File: config.mk
export PLATFORM = sky130hd
export DESIGN_NAME = binary_to_decimal_ascii
export DESIGN_NICKNAME = d
export VERILOG_FILES = /design/src/hdl/b2da_pkg.sv /design/src/hdl/binary_to_decimal_ascii.sv /design/src/hdl/b2da_datapath.sv /design/src/hdl/b2da_ctrl.sv
export VERILOG_INCLUDE_DIRS = /design/src /design/src/hdl
export SDC_FILE = /design/constraint.sdc
export NUM_CORES = 1
export LEC_CHECK = 0
export BUFFER_PORTS_ARGS = -buffer_cell sky130_fd_sc_hd__buf_2
export CAP_MARGIN = 20
export CORE_ASPECT_RATIO = 0.8
export CORE_MARGIN = 10
export CORE_UTILIZATION = 39
export DETAILED_ROUTE_END_ITERATION = 8
export HOLD_SLACK_MARGIN = 0.1
export MAX_ROUTING_LAYER = met4
export SYNTH_ARGS = -nofsm -noshare
export SYNTH_HDL_FRONTEND = slang
export SYNTH_SLANG_ARGS = --single-unit
File: constraint.sdc
create_clock -name clock -period 5.55 [get_ports clock]
set_input_delay 0.2775 -clock clock [delete_from_list [all_inputs] [get_ports clock]]
set_output_delay 0.2775 -clock clock [all_outputs]
set_load 0.02 [all_outputs]
File: src/hdl/assert_macros.svh
// Assertion macros used by the converter's controller.
`ifndef ASSERT_MACROS_SVH
`define ASSERT_MACROS_SVH

// Same-cycle implication, checked at each rising edge outside reset.
`define B2DA_ASSERT_IMP(label, clk, rst, ante, cons, msg) \
   label: assert property (@(posedge clk) disable iff (rst) (ante) |-> (cons)) \
      else $error(msg);

// Next-cycle implication, checked at each rising edge outside reset.
`define B2DA_ASSERT_NXT(label, clk, rst, ante, cons, msg) \
   label: assert property (@(posedge clk) disable iff (rst) (ante) |=> (cons)) \
      else $error(msg);

`endif

File: src/hdl/b2da_pkg.sv
// Shared types, constants and helpers of the binary to decimal ASCII converter.
package b2da_pkg;

   localparam int IN_BITS    = 16;
   localparam int DIGIT_BITS = 4;
   localparam int ASCII_BITS = 6;
   localparam logic [ASCII_BITS-1:0] ASCII_ZERO = 6'd48;

   // Commands from the controller to the datapath.
   typedef struct packed {
      logic load;    // capture a new value, clear the BCD register
      logic shift;   // one double-dabble step
      logic step;    // drop the leading digit, advance the digit count
      logic put;     // write the leading digit to the output register
   } cmd_type;

   // Status from the datapath to the controller.
   typedef struct packed {
      logic conv_done;    // last bit is being shifted in
      logic emit_now;     // leading digit is part of the text
      logic final_digit;  // leading digit is the units digit
   } sts_type;

   // Number of decimal digits needed for the largest value of the given width.
   function automatic int dec_digits(input int bits);
      longint max_v;
      longint p;
      int     n;
      max_v = (longint'(1) << bits) - 1;
      p     = 10;
      n     = 1;
      while (p <= max_v) begin
         p = p * 10;
         n = n + 1;
      end
      return n;
   endfunction

endpackage

File: src/hdl/binary_to_decimal_ascii.sv
// Top level of the binary to decimal ASCII converter.
//
// Accepts one unsigned number per req_ word (only the low VALUE_BITS bits, at most 16,
// take part) and returns its decimal text as a run of rsp_ words, one ASCII digit each,
// most significant first, with leading zeros dropped; zero gives a single '0'.
// rsp_last marks the units digit. Conversion is shift-and-add-3 (double dabble), one
// input bit per cycle: an item is captured, converted with one shift step per live
// input bit, then unloaded with one step per decimal digit position of the widest
// value (5 at 16 bits), where a real digit waits while the consumer holds rsp_ready low.
// The conversion loop handles one item at a time; the output word register lets the
// next item be taken while the units digit still waits.
module binary_to_decimal_ascii #(
   parameter int VALUE_BITS = 16
) (
   input  logic                                 clock,
   input  logic                                 reset,
   input  logic                                 req_valid,
   output logic                                 req_ready,
   input  logic [b2da_pkg::IN_BITS-1:0]         req_value,
   output logic                                 rsp_valid,
   input  logic                                 rsp_ready,
   output logic [b2da_pkg::ASCII_BITS-1:0]      rsp_ascii_digit,
   output logic                                 rsp_last
);

   // Bits above the input field never take part.
   localparam int VAL_BITS = (VALUE_BITS < b2da_pkg::IN_BITS) ? VALUE_BITS
                                                              : b2da_pkg::IN_BITS;

   b2da_pkg::cmd_type cmd;
   b2da_pkg::sts_type sts;

   // Sequencer: idle, convert, then unload digits into the output register.
   b2da_ctrl u_ctrl (
      .clock     (clock),
      .reset     (reset),
      .req_valid (req_valid),
      .req_ready (req_ready),
      .rsp_valid (rsp_valid),
      .rsp_ready (rsp_ready),
      .sts       (sts),
      .cmd       (cmd)
   );

   // Binary and BCD shift registers, digit count and output word payload.
   b2da_datapath #(
      .VAL_BITS (VAL_BITS)
   ) u_datapath (
      .clock           (clock),
      .req_value       (req_value),
      .cmd             (cmd),
      .sts             (sts),
      .rsp_ascii_digit (rsp_ascii_digit),
      .rsp_last        (rsp_last)
   );

endmodule

File: src/hdl/b2da_datapath.sv
// Datapath: shift-and-add-3 converter, digit unloader and output word register.
module b2da_datapath #(
   parameter int VAL_BITS = 16
) (
   input  logic                                 clock,
   input  logic [b2da_pkg::IN_BITS-1:0]         req_value,
   input  b2da_pkg::cmd_type                    cmd,
   output b2da_pkg::sts_type                    sts,
   output logic [b2da_pkg::ASCII_BITS-1:0]      rsp_ascii_digit,
   output logic                                 rsp_last
);

   localparam int ND    = b2da_pkg::dec_digits(VAL_BITS);
   localparam int DW    = b2da_pkg::DIGIT_BITS;
   localparam int BCD_W = ND * DW;
   localparam int BCW   = $clog2(VAL_BITS);
   localparam int DCW   = $clog2(ND);

   logic [VAL_BITS-1:0] bin_ff, bin_in;
   logic [BCD_W-1:0]    bcd_ff, bcd_in, bcd_adj;
   logic [BCW-1:0]      bit_cnt_ff, bit_cnt_in;
   logic [DCW-1:0]      dig_cnt_ff, dig_cnt_in;
   logic                started_ff, started_in;
   logic [DW-1:0]       digit_ff, digit_in;
   logic                last_ff, last_in;
   logic [DW-1:0]       top_digit;

   assign top_digit = bcd_ff[BCD_W-1 -: DW];

   // Add 3 to every digit of 5 or more before the shift.
   always_comb begin
      for (int i = 0; i < ND; i++) begin
         if (bcd_ff[i*DW +: DW] >= 4'd5) begin
            bcd_adj[i*DW +: DW] = bcd_ff[i*DW +: DW] + 4'd3;
         end else begin
            bcd_adj[i*DW +: DW] = bcd_ff[i*DW +: DW];
         end
      end
   end

   always_comb begin
      bin_in     = bin_ff;
      bcd_in     = bcd_ff;
      bit_cnt_in = bit_cnt_ff;
      dig_cnt_in = dig_cnt_ff;
      started_in = started_ff;
      digit_in   = digit_ff;
      last_in    = last_ff;
      if (cmd.load) begin
         bin_in     = req_value[VAL_BITS-1:0];
         bcd_in     = '0;
         bit_cnt_in = BCW'(VAL_BITS - 1);
         dig_cnt_in = DCW'(ND - 1);
         started_in = 1'b0;
      end else if (cmd.shift) begin
         bcd_in     = {bcd_adj[BCD_W-2:0], bin_ff[VAL_BITS-1]};
         bin_in     = {bin_ff[VAL_BITS-2:0], 1'b0};
         bit_cnt_in = bit_cnt_ff - 1'b1;
      end else if (cmd.step) begin
         bcd_in     = {bcd_ff[BCD_W-DW-1:0], {DW{1'b0}}};
         dig_cnt_in = dig_cnt_ff - 1'b1;
         started_in = started_ff | (top_digit != '0);
      end
      if (cmd.put) begin
         digit_in = top_digit;
         last_in  = sts.final_digit;
      end
   end

   always_ff @(posedge clock) begin
      bin_ff     <= bin_in;
      bcd_ff     <= bcd_in;
      bit_cnt_ff <= bit_cnt_in;
      dig_cnt_ff <= dig_cnt_in;
      started_ff <= started_in;
      digit_ff   <= digit_in;
      last_ff    <= last_in;
   end

   assign sts.conv_done   = (bit_cnt_ff == '0);
   assign sts.final_digit = (dig_cnt_ff == '0);
   assign sts.emit_now    = started_ff | (top_digit != '0) | (dig_cnt_ff == '0);

   assign rsp_ascii_digit = b2da_pkg::ASCII_ZERO + {2'b00, digit_ff};
   assign rsp_last        = last_ff;

endmodule

File: src/hdl/b2da_ctrl.sv
// Controller: sequences capture, conversion and digit output; owns the output valid.
`include "assert_macros.svh"

module b2da_ctrl (
   input  logic              clock,
   input  logic              reset,
   input  logic              req_valid,
   output logic              req_ready,
   output logic              rsp_valid,
   input  logic              rsp_ready,
   input  b2da_pkg::sts_type sts,
   output b2da_pkg::cmd_type cmd
);

   typedef enum logic [1:0] {
      ST_IDLE,
      ST_CONV,
      ST_EMIT
   } state_type;

   state_type state_ff, state_in;
   logic      rsp_valid_ff, rsp_valid_in;
   logic      out_free;
   logic      adv;

   assign req_ready = (state_ff == ST_IDLE);
   assign rsp_valid = rsp_valid_ff;
   assign out_free  = !rsp_valid_ff || rsp_ready;
   // Skip a leading zero at once; a real digit waits for a free output register.
   assign adv       = (state_ff == ST_EMIT) && (!sts.emit_now || out_free);

   always_comb begin
      cmd.load  = req_valid && req_ready;
      cmd.shift = (state_ff == ST_CONV);
      cmd.step  = adv;
      cmd.put   = adv && sts.emit_now;
   end

   always_comb begin
      state_in     = state_ff;
      rsp_valid_in = rsp_valid_ff && !rsp_ready;
      if (cmd.put) begin
         rsp_valid_in = 1'b1;
      end
      unique case (state_ff)
         ST_IDLE: begin
            if (req_valid) begin
               state_in = ST_CONV;
            end
         end
         ST_CONV: begin
            if (sts.conv_done) begin
               state_in = ST_EMIT;
            end
         end
         ST_EMIT: begin
            if (adv && sts.final_digit) begin
               state_in = ST_IDLE;
            end
         end
         default: begin
            state_in = ST_IDLE;
         end
      endcase
   end

   always_ff @(posedge clock) begin
      if (reset) begin
         state_ff     <= ST_IDLE;
         rsp_valid_ff <= 1'b0;
      end else begin
         state_ff     <= state_in;
         rsp_valid_ff <= rsp_valid_in;
      end
   end

   `B2DA_ASSERT_IMP(a_no_overwrite, clock, reset, cmd.put, (state_ff == ST_EMIT) && out_free, "b2da: output word overwritten")
   `B2DA_ASSERT_NXT(a_conv_to_emit, clock, reset, (state_ff == ST_CONV) && sts.conv_done, state_ff == ST_EMIT, "b2da: conversion end missed")
   `B2DA_ASSERT_IMP(a_units_emitted, clock, reset, (state_ff == ST_EMIT) && sts.final_digit, sts.emit_now, "b2da: units digit skipped")
   `B2DA_ASSERT_IMP(a_one_cmd, clock, reset, 1'b1, $onehot0({cmd.load, cmd.shift, cmd.step}), "b2da: conflicting commands")

endmodule

==> parameters.txt <==
Parameter                              Value

STA
  Fraction of the cycle the final worst path needs ... 43.90%
  Final hold violation count ... 0
  Unrepaired setup endpoints after global routing ... no
  Shortest clock period the worst path allows after layout ... 2.436 ns
  Max-slew headroom ... 33.87%
  Maximum clock rate ... between 0.4 and 0.5 GHz
  Number of setup violations in the final report ... 0
  Slew Limit Fails ... 0
  Final Skew ... 0.001710 ns
  Worst slew pin tran ... between 0.9 and 1 ns
  Total Neg Setup Slack ... 0 ns
  Hold slack final ... 0.1422 ns

Global route
  First-pass GRT wire length ... 9687 um
  Pin count of the biggest net entering global routing ... 28
  Number of global-route vias before repair ... 2089
  Global route total overflow ... 0
  Number of antenna violations at the first check in global routing ... 0
  Global-route usage over all layers ... between 10% and 20%

Worst setup path
  Top Family by Delay on Critical Path ... simple AND/OR/NAND/NOR gates
  Critical Path AT ... 2.42 ns
  Crit path depth ... 6
  Max stage delay on crit path ... 0.54 ns
  Required time of the critical path ... 5.53 ns
  Count of cells along the worst register-to-register path ... 6
  Maximum fanout count along the critical path ... 11
  Worst-path cell chain ... inv_1, ha_1, ha_1, or4b_4, o22a_1, nor2_1
  Most common cell type on the critical path ... ha_1
  Setup Crit Path Kind ... register to register
  Capturing element type of the critical path ... register
  Sum of buffers and inverters on the critical path ... 1
  Kind of start point of the critical path ... register
  Standard cell with the maximum stage delay on the critical path ... or4b_4

Logic synthesis
  Seq/Total Area, Yosys ... 45.15%
  Number of distinct library cells after synthesis ... 49
  Synth Area per Inst ... approximately 9 um^2
  Number of warnings issued by yosys ... 0
  Asr flop ratio synth ... 0%
  Cell area after technology mapping ... around 0.0028 mm^2
  Leading register cell type out of synthesis ... dfxtp_1
  Flop and latch count out of synthesis ... 52
  Number of enable-type register cells in the synthesized netlist ... 21
  Number of instances in the synthesized netlist ... 308

Min path
  Hold Crit Class ... input port to register
  Cell count of the worst hold path ... 2

Die
  I/O pin count ... 29
  Die ar. ... 0.01090 mm^2
  DIE HEIGHT ... roughly 95 um
  Core Footprint ... 0.006892 mm^2
  Die width ... 114.3 um
  Cell row count ... 27
  Starting utilization of the core area ... 40.21%

Clocking
  Clock root buffer ... clkbuf_8
  Largest buffer count on any clock path ... 2
  Num CTS Buffers ... 5
  Number of post-CTS setup repair buffers ... 0
  Clock tree from TritonCTS ... done
  Number of hold buffers added after CTS ... 0
  Number of cells upsized or downsized after cts ... 0
  # H-tree levels ... 2
  Reg clk slew, reported paths ... ~0.1 ns
  Clock latency at the later pin of the worst-skew pair ... between 0.3 and 0.4 ns
  CTS sink cnt ... 52

Placement
  Count of buffers inserted at the top-level ports ... 26
  RePlAce Congestion ... about 0.71
  Final HPWL DP ... 3885 um
  Instance count after placement with tap cells included ... between 400 and 500

Layout
  Layout fillers ... about 700
  Number of nets in the layout ... 361
  Post-Layout Cell Count ... 415
  Share of final-layout standard cells stronger than drive strength 1 ... ~16%
  Layout Area Growth over Synthesis ... 9.616%
  Commonest non-fill, non-tap cell in the layout ... nand2_1
  Commonest non-fill, non-tap cells in the layout ... nand2_1, dfxtp_1, buf_2
  Antenna Cells ... 0
  Fin util ... 44.08%

Drt
  Number of detailed-routing iterations run before antenna repair ... 4
  Iteration-0 DRC Markers ... 131
  Routed via count divided by cell count ... roughly 5.3
  Average routed wire per standard cell ... 13.97 um
  Total wire length ... 5799 um
  Number of antenna-violating nets in the routed design ... 0
  Total DRC errors in the routed layout ... 0
  Detailed-route via count ... 2197

Power and ir drop
  Peak supply drop ... about 0.00011 V
  Power per cell area ... 311.5 mW/mm^2
  Leakage ... 1.244 nW

Status
  Result of the run ... finished, final reports clean

Flow run
  Reported max-cap violation count ... 0
-- per-stage QoR --
step	setup WS, ns	instance area, um^2	power (mW)
final	3.114	3038	0.9463
after global placement	3.187	2940	0.7143
after detailed placement	3.120	2940	0.7187
after global routing	2.976	3038	1.004
after CTS	3.106	3038	0.9512
after floorplan	3.316	2775	0.6691
-- flip-flops by register name (all words and copies together), names as in the netlist --
name,cells
u_ctrl.rsp_valid,1
u_datapath.digit_ff,4
u_datapath.bcd_ff,20
u_ctrl.state_ff,2
u_datapath.bit_cnt_ff,4
u_datapath.started_ff,1
u_datapath.bin_ff,16
u_datapath.rsp_last,1
u_datapath.dig_cnt_ff,3
-- final timing paths --
path / startpoint / to / slack [ns]
setup / recovery: u_datapath.dig_cnt_ff[0] / u_datapath.digit_ff[2] / 3.11
hold / removal: reset / u_ctrl.rsp_valid / 0.14
setup reg to reg: u_datapath.dig_cnt_ff[0] / u_datapath.digit_ff[2] / 3.11
hold reg to reg: u_datapath.bcd_ff[17] / u_datapath.digit_ff[1] / 0.44
-- cells by family after synthesis --
logic type | after synthesis | synth area share (%)
XOR/XNOR | 5 | 1.580
AND/OR/NAND/NOR | 123 | 20.23
other | 1 | 0.1353
flip-flops | 52 | 45.15
adder cells (fa/ha/maj) | 14 | 6.321
multiplexers | 6 | 2.212
buffers and inverters | 33 | 5.598
AO/OA/AOI/OAI | 74 | 18.78
-- routing by layer --
layer  vias to the layer above  wire length [um]  track usage, %
li1                       1109                 -               -
met1                      1042              2854           13.57
met2                        40              2595           17.05
met3                         6               264           2.448
met4                         0                85           5.625
met5                         -                 0               -
-- cells in the mapped netlist (all sizes together), types with 6 or more instances --
cell / count / area share, %
nand2: 66 / 8.9
dfxtp: 31 / 22
nor2: 27 / 3.9
edfxtp: 21 / 23
o21ai: 17 / 3.1
inv: 15 / 2.0
a21oi: 14 / 2.5
ha: 14 / 6.3
buf: 12 / 2.8
nand2b: 9 / 2.0
a211oi: 7 / 2.4
a31oi: 6 / 1.4
clkbuf: 6 / 0.81
o22ai: 6 / 1.6
-- report_power, final --
group	switching [mW]	total, mW	internal, mW	leakage [nW]
sequential	0.0459	0.496	0.450	0.462
clock	0.135	0.236	0.101	0.0434
combinational	0.122	0.215	0.0924	0.739
total	0.303	0.946	0.643	1.24
-- layout make-up --
class                      instances  area (um^2)  area share [%]
multi-input combinational        224         1371           45.14
sequential                        52         1251           41.19
inverter                          15        56.30           1.853
clock inverter                     2        15.01          0.4942
tap                               87        108.9           3.583
clock buffer                       6        82.58           2.718
timing repair buffer              29        152.6           5.025
No activity file was read; power rests on OpenSTA's default activity.
